`config.mk`:
```
export PLATFORM = sky130hd
export DESIGN_NAME = incremental_pid_speed_loop_top
export DESIGN_NICKNAME = d
export VERILOG_FILES = /design/src/sv/ipid_pkg.sv /design/src/sv/ipid_cfg.sv /design/src/sv/ipid_calc.sv /design/src/sv/incremental_pid_speed_loop_top.sv
export SDC_FILE = /design/constraint.sdc
export NUM_CORES = 2
export LEC_CHECK = 0
export ABC_AREA = 1
export BUFFER_PORTS_ARGS = -buffer_cell sky130_fd_sc_hd__clkbuf_2
export CORE_ASPECT_RATIO = 1.75
export CORE_UTILIZATION = 35
export DETAILED_ROUTE_END_ITERATION = 6
export GPL_TIMING_DRIVEN = 1
export SYNTH_ARGS = -nofsm -noshare
export SYNTH_HDL_FRONTEND = slang
export SYNTH_SLANG_ARGS = --single-unit
export TNS_END_PERCENT = 10
```
`constraint.sdc`:
```
create_clock -name clk -period 37.2 [get_ports clk]
set_clock_uncertainty 0.1 [all_clocks]
set_input_delay 3.72 -clock clk [delete_from_list [all_inputs] [get_ports clk]]
set_output_delay 3.72 -clock clk [all_outputs]
set_load 0.1 [all_outputs]
```
`src/sv/ipid_pkg.sv`:
```
package ipid_pkg;

	localparam int SPEED_W    = 16;
	localparam int ERR_W      = SPEED_W + 1;
	localparam int GAIN_W     = 16;
	localparam int LIM_W      = 15;
	localparam int DUTY_W     = 16;
	localparam int CFG_IDX_W  = 3;
	localparam int CFG_DATA_W = 16;

	localparam int DUTY_FRAC_BITS_DEF = 8;

	localparam logic [GAIN_W-1:0] PROP_GAIN_RST   = 16'd5888;
	localparam logic [GAIN_W-1:0] INTEG_GAIN_RST  = 16'd1050;
	localparam logic [GAIN_W-1:0] DERIV_GAIN_RST  = 16'd0;
	localparam logic [LIM_W-1:0]  INTEG_LIMIT_RST = 15'd1000;
	localparam logic [LIM_W-1:0]  DUTY_LIMIT_RST  = 15'd10000;

	typedef enum logic [CFG_IDX_W-1:0] {
		REG_PROP_GAIN   = 3'd0,
		REG_INTEG_GAIN  = 3'd1,
		REG_DERIV_GAIN  = 3'd2,
		REG_INTEG_LIMIT = 3'd3,
		REG_DUTY_LIMIT  = 3'd4
	} reg_idx_t;

	typedef struct packed {
		logic [GAIN_W-1:0] prop_gain;
		logic [GAIN_W-1:0] integ_gain;
		logic [GAIN_W-1:0] deriv_gain;
		logic [LIM_W-1:0]  integ_limit;
		logic [LIM_W-1:0]  duty_limit;
	} cfg_t;

endpackage

```
`src/sv/ipid_cfg.sv`:
```
module ipid_cfg (
	input  logic                            clk,
	input  logic                            arst_n,
	input  logic                            cfg_wr_en,
	input  logic [ipid_pkg::CFG_IDX_W-1:0]  cfg_addr,
	input  logic [ipid_pkg::CFG_DATA_W-1:0] cfg_data,
	output ipid_pkg::cfg_t                  cfg
);
	import ipid_pkg::*;

	cfg_t cfg_q;

	always_ff @(posedge clk or negedge arst_n) begin
		if (!arst_n) begin
			cfg_q.prop_gain   <= PROP_GAIN_RST;
			cfg_q.integ_gain  <= INTEG_GAIN_RST;
			cfg_q.deriv_gain  <= DERIV_GAIN_RST;
			cfg_q.integ_limit <= INTEG_LIMIT_RST;
			cfg_q.duty_limit  <= DUTY_LIMIT_RST;
		end else if (cfg_wr_en) begin
			unique case (reg_idx_t'(cfg_addr))
				REG_PROP_GAIN:   cfg_q.prop_gain   <= cfg_data[GAIN_W-1:0];
				REG_INTEG_GAIN:  cfg_q.integ_gain  <= cfg_data[GAIN_W-1:0];
				REG_DERIV_GAIN:  cfg_q.deriv_gain  <= cfg_data[GAIN_W-1:0];
				REG_INTEG_LIMIT: cfg_q.integ_limit <= cfg_data[LIM_W-1:0];
				REG_DUTY_LIMIT:  cfg_q.duty_limit  <= cfg_data[LIM_W-1:0];
				default: ;
			endcase
		end
	end

	assign cfg = cfg_q;

endmodule

```
`src/sv/ipid_calc.sv`:
```
module ipid_calc #(
	parameter int DUTY_FRAC_BITS = ipid_pkg::DUTY_FRAC_BITS_DEF,
	localparam int ACC_W = ipid_pkg::LIM_W + DUTY_FRAC_BITS + 1
) (
	input  ipid_pkg::cfg_t                          cfg,
	input  logic signed [ipid_pkg::ERR_W-1:0]       err,
	input  logic signed [ipid_pkg::ERR_W-1:0]       last_err,
	input  logic signed [ipid_pkg::ERR_W-1:0]       prev_err,
	input  logic signed [ACC_W-1:0]                 duty_accum,
	output logic signed [ACC_W-1:0]                 duty_next,
	output logic signed [ipid_pkg::DUTY_W-1:0]      drive_duty,
	output logic                                    at_limit
);
	import ipid_pkg::*;

	localparam int D1_W   = ERR_W + 1;
	localparam int D2_W   = ERR_W + 2;
	localparam int PP_W   = GAIN_W + 1 + D1_W;
	localparam int IP_W   = GAIN_W + 1 + ERR_W;
	localparam int DP_W   = GAIN_W + 1 + D2_W;
	localparam int IT_W   = LIM_W + 8 + 1;
	localparam int INC_W  = DP_W + 1;
	localparam int UP     = (DUTY_FRAC_BITS >= 8) ? DUTY_FRAC_BITS - 8 : 0;
	localparam int DN     = (DUTY_FRAC_BITS < 8) ? 8 - DUTY_FRAC_BITS : 0;
	localparam int SC_W   = INC_W + UP;
	localparam int ND_W   = ((SC_W > ACC_W) ? SC_W : ACC_W) + 1;
	localparam int LIMV_W = LIM_W + DUTY_FRAC_BITS;

	logic signed [D1_W-1:0]   d1;
	logic signed [D2_W-1:0]   d2;
	logic signed [PP_W-1:0]   p_prod;
	logic signed [IP_W-1:0]   i_prod;
	logic signed [DP_W-1:0]   d_prod;
	logic signed [IT_W-1:0]   ilim_s;
	logic signed [IT_W-1:0]   iterm;
	logic signed [INC_W-1:0]  inc;
	logic signed [SC_W-1:0]   inc_ext;
	logic signed [SC_W-1:0]   scaled;
	logic [LIMV_W-1:0]        lim_u;
	logic signed [ND_W-1:0]   lim_s;
	logic signed [ND_W-1:0]   nd;
	logic signed [ND_W-1:0]   nd_sat;
	logic signed [ND_W-1:0]   mag;
	logic [DUTY_W-1:0]        ip;
	logic                     neg;

	always_comb begin
		d1 = D1_W'(err) - D1_W'(last_err);
		d2 = D2_W'(err) - (D2_W'(last_err) <<< 1) + D2_W'(prev_err);

		p_prod = PP_W'(signed'({1'b0, cfg.prop_gain}))  * PP_W'(d1);
		i_prod = IP_W'(signed'({1'b0, cfg.integ_gain})) * IP_W'(err);
		d_prod = DP_W'(signed'({1'b0, cfg.deriv_gain})) * DP_W'(d2);

		ilim_s = signed'({1'b0, cfg.integ_limit, 8'd0});
		if (i_prod > IP_W'(ilim_s))
			iterm = ilim_s;
		else if (i_prod < -IP_W'(ilim_s))
			iterm = -ilim_s;
		else
			iterm = IT_W'(i_prod);

		inc     = INC_W'(p_prod) + INC_W'(iterm) + INC_W'(d_prod);
		inc_ext = SC_W'(inc);
		scaled  = (inc_ext <<< UP) >>> DN;

		lim_u = LIMV_W'(cfg.duty_limit) << DUTY_FRAC_BITS;
		lim_s = ND_W'(signed'({1'b0, lim_u}));
		nd    = ND_W'(duty_accum) + ND_W'(scaled);

		at_limit = 1'b0;
		if (nd > lim_s) begin
			nd_sat   = lim_s;
			at_limit = 1'b1;
		end else if (nd < -lim_s) begin
			nd_sat   = -lim_s;
			at_limit = 1'b1;
		end else begin
			nd_sat = nd;
		end

		duty_next  = ACC_W'(nd_sat);
		neg        = nd_sat[ND_W-1];
		mag        = neg ? -nd_sat : nd_sat;
		ip         = DUTY_W'(mag >> DUTY_FRAC_BITS);
		drive_duty = neg ? -signed'(ip) : signed'(ip);
	end

endmodule

```
`src/sv/incremental_pid_speed_loop_top.sv`:
```
// Velocity-form PID speed loop for one wheel. Each input transaction carries a target and
// a measured encoder speed; each yields exactly one result transaction with the integer
// duty (truncated toward zero) and a flag set when the duty was clipped to +/- duty_limit.
// The block accepts one transaction per cycle while results are taken; a result is
// presented once its input has passed the input register and one compute pass into the
// result register, and can be taken at the next edge. A stalled result holds the
// input register, which then drops in_ready. The error history and accumulated duty update
// in that same compute pass. Gains are
// unsigned Q8.8; the duty keeps DUTY_FRAC_BITS fraction bits internally. Configuration
// registers reset to their defaults and should be written only while the block is idle.
module incremental_pid_speed_loop_top #(
	parameter int DUTY_FRAC_BITS = ipid_pkg::DUTY_FRAC_BITS_DEF
) (
	input  logic                                  clk,
	input  logic                                  arst_n,
	input  logic                                  cfg_wr_en,
	input  logic [ipid_pkg::CFG_IDX_W-1:0]        cfg_addr,
	input  logic [ipid_pkg::CFG_DATA_W-1:0]       cfg_data,
	input  logic                                  in_valid,
	output logic                                  in_ready,
	input  logic signed [ipid_pkg::SPEED_W-1:0]   target_speed,
	input  logic signed [ipid_pkg::SPEED_W-1:0]   measured_speed,
	output logic                                  out_valid,
	input  logic                                  out_ready,
	output logic signed [ipid_pkg::DUTY_W-1:0]    drive_duty,
	output logic                                  duty_at_limit
);
	import ipid_pkg::*;

	localparam int ACC_W = LIM_W + DUTY_FRAC_BITS + 1;

	cfg_t                     cfg;
	logic                     valid_s1;
	logic signed [ERR_W-1:0]  err_s1;
	logic                     valid_s2;
	logic signed [DUTY_W-1:0] drive_duty_s2;
	logic                     at_limit_s2;
	logic signed [ERR_W-1:0]  last_err_q;
	logic signed [ERR_W-1:0]  prev_err_q;
	logic signed [ACC_W-1:0]  duty_accum_q;
	logic signed [ACC_W-1:0]  duty_next;
	logic signed [DUTY_W-1:0] drive_next;
	logic                     at_limit_next;
	logic                     advance;

	ipid_cfg u_cfg (
		.clk       (clk),
		.arst_n    (arst_n),
		.cfg_wr_en (cfg_wr_en),
		.cfg_addr  (cfg_addr),
		.cfg_data  (cfg_data),
		.cfg       (cfg)
	);

	ipid_calc #(
		.DUTY_FRAC_BITS (DUTY_FRAC_BITS)
	) u_calc (
		.cfg        (cfg),
		.err        (err_s1),
		.last_err   (last_err_q),
		.prev_err   (prev_err_q),
		.duty_accum (duty_accum_q),
		.duty_next  (duty_next),
		.drive_duty (drive_next),
		.at_limit   (at_limit_next)
	);

	assign advance  = valid_s1 && (!valid_s2 || out_ready);
	assign in_ready = !valid_s1 || advance;

	always_ff @(posedge clk or negedge arst_n) begin
		if (!arst_n) begin
			valid_s1 <= 1'b0;
		end else if (in_ready) begin
			valid_s1 <= in_valid;
		end
	end

	always_ff @(posedge clk) begin
		if (in_valid && in_ready)
			err_s1 <= ERR_W'(target_speed) - ERR_W'(measured_speed);
	end

	always_ff @(posedge clk or negedge arst_n) begin
		if (!arst_n) begin
			valid_s2     <= 1'b0;
			last_err_q   <= '0;
			prev_err_q   <= '0;
			duty_accum_q <= '0;
		end else begin
			if (advance) begin
				valid_s2     <= 1'b1;
				last_err_q   <= err_s1;
				prev_err_q   <= last_err_q;
				duty_accum_q <= duty_next;
			end else if (out_ready) begin
				valid_s2 <= 1'b0;
			end
		end
	end

	always_ff @(posedge clk) begin
		if (advance) begin
			drive_duty_s2 <= drive_next;
			at_limit_s2   <= at_limit_next;
		end
	end

	assign out_valid     = valid_s2;
	assign drive_duty    = drive_duty_s2;
	assign duty_at_limit = at_limit_s2;

	a_hist_shift: assert property (@(posedge clk) disable iff (!arst_n)
		advance |=> (last_err_q == $past(err_s1)) && (prev_err_q == $past(last_err_q)))
		else $error("error history did not shift");

	a_hold_state: assert property (@(posedge clk) disable iff (!arst_n)
		(valid_s2 && !out_ready) |=> $stable(duty_accum_q) && $stable(last_err_q))
		else $error("loop state moved while result stalled");

	a_clip_value: assert property (@(posedge clk) disable iff (!arst_n)
		(advance && at_limit_next) |->
			((drive_next == signed'(DUTY_W'(cfg.duty_limit))) ||
			 (drive_next == -signed'(DUTY_W'(cfg.duty_limit)))))
		else $error("clipped duty not at limit");

	a_no_drop: assert property (@(posedge clk) disable iff (!arst_n)
		(valid_s1 && !advance) |=> valid_s1 && $stable(err_s1))
		else $error("staged input lost");

endmodule
```
==> results.txt <==
----------------------------------------------------
[Yosys]
  Number of synthesized register bits ... 172
  Fraction of the yosys area taken by sequential cells ... 0.09438
  Top_reg_cell synth ... dfrtp_1
  Fraction of registers with async set or reset after synthesis ... 0.8023
  Syn_nets ... about 7400
  Average size of a mapped cell ... 7.985 µm²
  Mapped Area ... between 0.04 and 0.05 mm²
  Number of cells produced by synthesis ... 5968
  Total number of yosys warnings ... 0
  Count of flip-flops with a built-in enable after synthesis ... 34
  Count of unique library cells instantiated by Yosys ... 60

[Global route]
  Number of global-route vias before repair ... 42020
  Number of antenna violations at the first check in global routing ... 6
  Global-route total usage across every layer ... 0.2498
  First-pass GRT wire length ... 250900 µm
  Overflow left after global routing ... 0
  Maximum number of pins on one net before global-route repair ... 64

[CTS]
  Setup Buffers After CTS ... 0
  Later-pin clock latency in the skew report ... between 500 and 600 ps
  Clock root buffer ... clkbuf_16
  CTS sink cnt ... between 150 and 200
  Clock-pin slew on the worst setup and hold paths ... roughly 90 ps
  CTS tree ... done
  Max Root-Sink Buffers ... 2
  CTS buffer count ... 17
  Number of H-tree levels ... 4
  Post-cts resize count ... 0
  Quantity of hold-fixing buffers added after cts ... 0

[Detailed routing]
  Antenna Nets Post-Route ... 0
  DRC violations left ... 0
  DR pass1 iterations ... 6
  Routed vias/inst ... between 4 and 5
  Total wire length ... approximately 170000 µm
  Routed len/inst ... about 21 µm
  Via count ... 38160
  Initial DRC count ... 2176

[Worst hold path]
  Min-Delay Path Class ... flip-flop to flip-flop
  Cells on Worst Hold Path ... 2
  Capture endpoint of the worst hold path ... prev_err_q[10]$_DFFE_PN0P_
  Startpoint of the most critical hold path ... prev_err_q[10]$_DFFE_PN0P_

[Setup path]
  Max stage delay on crit path ... 1000 ps
  Critical-path top delay cell ... fa_1
  Category of the most critical setup path ... flip-flop to flip-flop
  Nature of the critical path endpoint ... flip-flop
  Worst reg2reg path depth ... 84
  Setup slack of the worst register-to-register path ... ~17000 ps
  Maximum fanout along the worst path ... 35
  Endpoint of the worst-slack reg-to-reg timing path ... drive_duty[12]$_DFFE_PP_
  Critical Path Source Type ... flip-flop
  Data arrival at the endpoint of the critical path ... around 20000 ps
  WP data required ... between 30000 and 40000 ps
  Cell repeated most along the worst path ... nand2_1
  Reg-to-reg startpoint ... err_s1[2]$_DFFE_PP_

[STA]
  Fin. max-slew vios ... 0
  Final count of negative-setup-slack endpoints ... 0
  Slew headroom ... 0.2375
  Transition time at the pin with the least slew margin ... 1140 ps
  Achievable Freq ... about 49 MHz
  Post-layout min period ... 20370 ps
  Setup TNS ... 0 ps
  RSZ-0062 raised after global routing ... false
  Portion of the clock cycle consumed by the worst path in the final layout ... 0.5476
  Count of final hold-check violations ... 0
  Post-route worst hold slack ... just under 400 ps

[Floorplan]
  Starting density of the core ... 0.3537
  Die Height ... around 490 µm
  DIE WIDTH ... ~280 µm
  Core Footprint ... approximately 0.13 mm²
  Area enclosed by the die boundary ... 0.1377 mm²
  Top-level I/O count ... 75
  # rows ... 178

[Run]
  Number of max-cap violations ... 0

[Place]
  Number of port buffers ... 74
  Number of instances in the placed design ... 7701
  Detailed Place HPWL ... 141200 µm
  Placer's final routability congestion estimate ... 0.9962

[Layout]
  Area growth from synthesis to layout ... 5.876%
  Post-layout utilization of the core ... 0.3745
  Finished Layout Cells ... 7738
  # nets final ... between 7000 and 8000
  Share of final-layout standard cells stronger than drive strength 1 ... 0.05276

[Run status]
  Status ... finished, final reports clean

----------------------------------------------------
==> worst max-delay path by stage <==
stage          cells after the start                 startpoint  slack, ps                       end
6_report                          84        err_s1[2]$_DFFE_PP_      16830  drive_duty[12]$_DFFE_PP_
2_1_floorplan                     93  u_cfg.cfg[56]$_DFFE_PN1P_      20460  drive_duty[14]$_DFFE_PP_
5_1_grt                           86        err_s1[2]$_DFFE_PP_      15260  drive_duty[14]$_DFFE_PP_
4_1_cts                           84        err_s1[2]$_DFFE_PP_      16920  drive_duty[12]$_DFFE_PP_
3_5_place_dp                      84        err_s1[2]$_DFFE_PP_      16970  drive_duty[12]$_DFFE_PP_
3_3_place_gp                      82        err_s1[2]$_DFFE_PP_      17180  drive_duty[12]$_DFFE_PP_
==> cells in the mapped netlist, types with 34 or more instances <==
cell         n  area share
a21oi_1    140       0.015
clkbuf_1   155       0.012
dfrtp_1    119       0.062
edfxtp_1    34       0.021
fa_1       957        0.40
ha_1       416        0.11
inv_1     1699        0.13
nand2_1   1251       0.099
nand3_1    132       0.014
nor2_1     410       0.032
o21ai_0    176       0.018
or2_2       35      0.0046
xnor2_1     36      0.0066
xor2_1      75       0.014
==> state kept, by name, summed over array words and instances, names as in the netlist <==
signal         flops
valid_s1           1
u_cfg.cfg         78
err_s1            17
duty_accum_q      24
last_err_q        17
drive_duty        16
duty_at_limit      1
prev_err_q        17
out_valid          1
==> layer usage <==
metal,share of wire,vias up,global-route usage
li1,-,17140,-
met1,0.30,19050,0.2195
met2,0.53,1317,0.4667
met3,0.044,648,0.03384
met4,0.13,4,0.2555
met5,0.00017,-,0
==> cell type report <==
cell class | count | area (µm²)
Antenna cell | 5 | 12.51
Clock buffer | 19 | 464.2
Clock inverter | 13 | 138.9
Fill cell | 13970 | 84280
Inverter | 1749 | 6568
Multi-Input combinational cell | 3876 | 35920
Sequential cell | 172 | 4498
Tap cell | 1800 | 2252
Timing Repair Buffer | 104 | 601.8
==> cell families after synthesis <==
| kind of cell | Yosys count | share of synthesized area |
|---|---|---|
| compound gates | 393 | 0.04547 |
| xor+xnor | 114 | 0.02142 |
| fa+ha+maj | 1373 | 0.5112 |
| buf+inv | 1920 | 0.1522 |
| flops | 172 | 0.09438 |
| simple gates | 1996 | 0.1753 |
==> through the flow <==
| stage | area [µm²] | setup WS, ps |
|---|---|---|
| 6_report | 50460 | 16830 |
| 5_1_grt | 50450 | 15260 |
| 4_1_cts | 50440 | 16920 |
| 3_5_place_dp | 49840 | 16970 |
| 3_3_place_gp | 49840 | 17180 |
| 2_1_floorplan | 47660 | 20460 |
==> critical path: cells and delay by family, from the launching register on <==
kind | cells | cell delay (ps)
AOI/OAI and AO/OA | 14 | 3200
and+or+nand+nor | 33 | 4450
buffers and inverters | 15 | 1410
adders and majority gates | 19 | 9360
xor gates and xnor gates | 3 | 810
DFF | 1 | 750
==> cells in the final DEF (no fill, tap or decap), types with 9 or more instances in the layout <==
cell	synthesis	routed
clkbuf_16	0	18
a21oi_1	140	140
nor2_1	410	410
o21ai_0	176	176
nand3_2	20	20
or2_2	35	35
inv_1	1699	1699
edfxtp_1	34	34
dfrtp_1	119	119
clkbuf_2	0	73
nand3_1	132	132
nand2_2	26	26
xnor2_1	36	36
nand3b_1	19	19
o21ai_1	13	13
inv_2	26	26
ha_1	416	416
clkinv_1	23	23
nand2_1	1251	1250
nor3_1	24	24
xor2_1	75	74
nand4_1	31	31
dfstp_2	19	19
fa_1	957	957
o21bai_1	13	13
nor2_2	16	16
buf_4	3	30
a21o_1	9	9
Power is left out: the tool's default activity adds up to more than one toggle a clock period on the data nets, which glitch-free logic cannot reach.
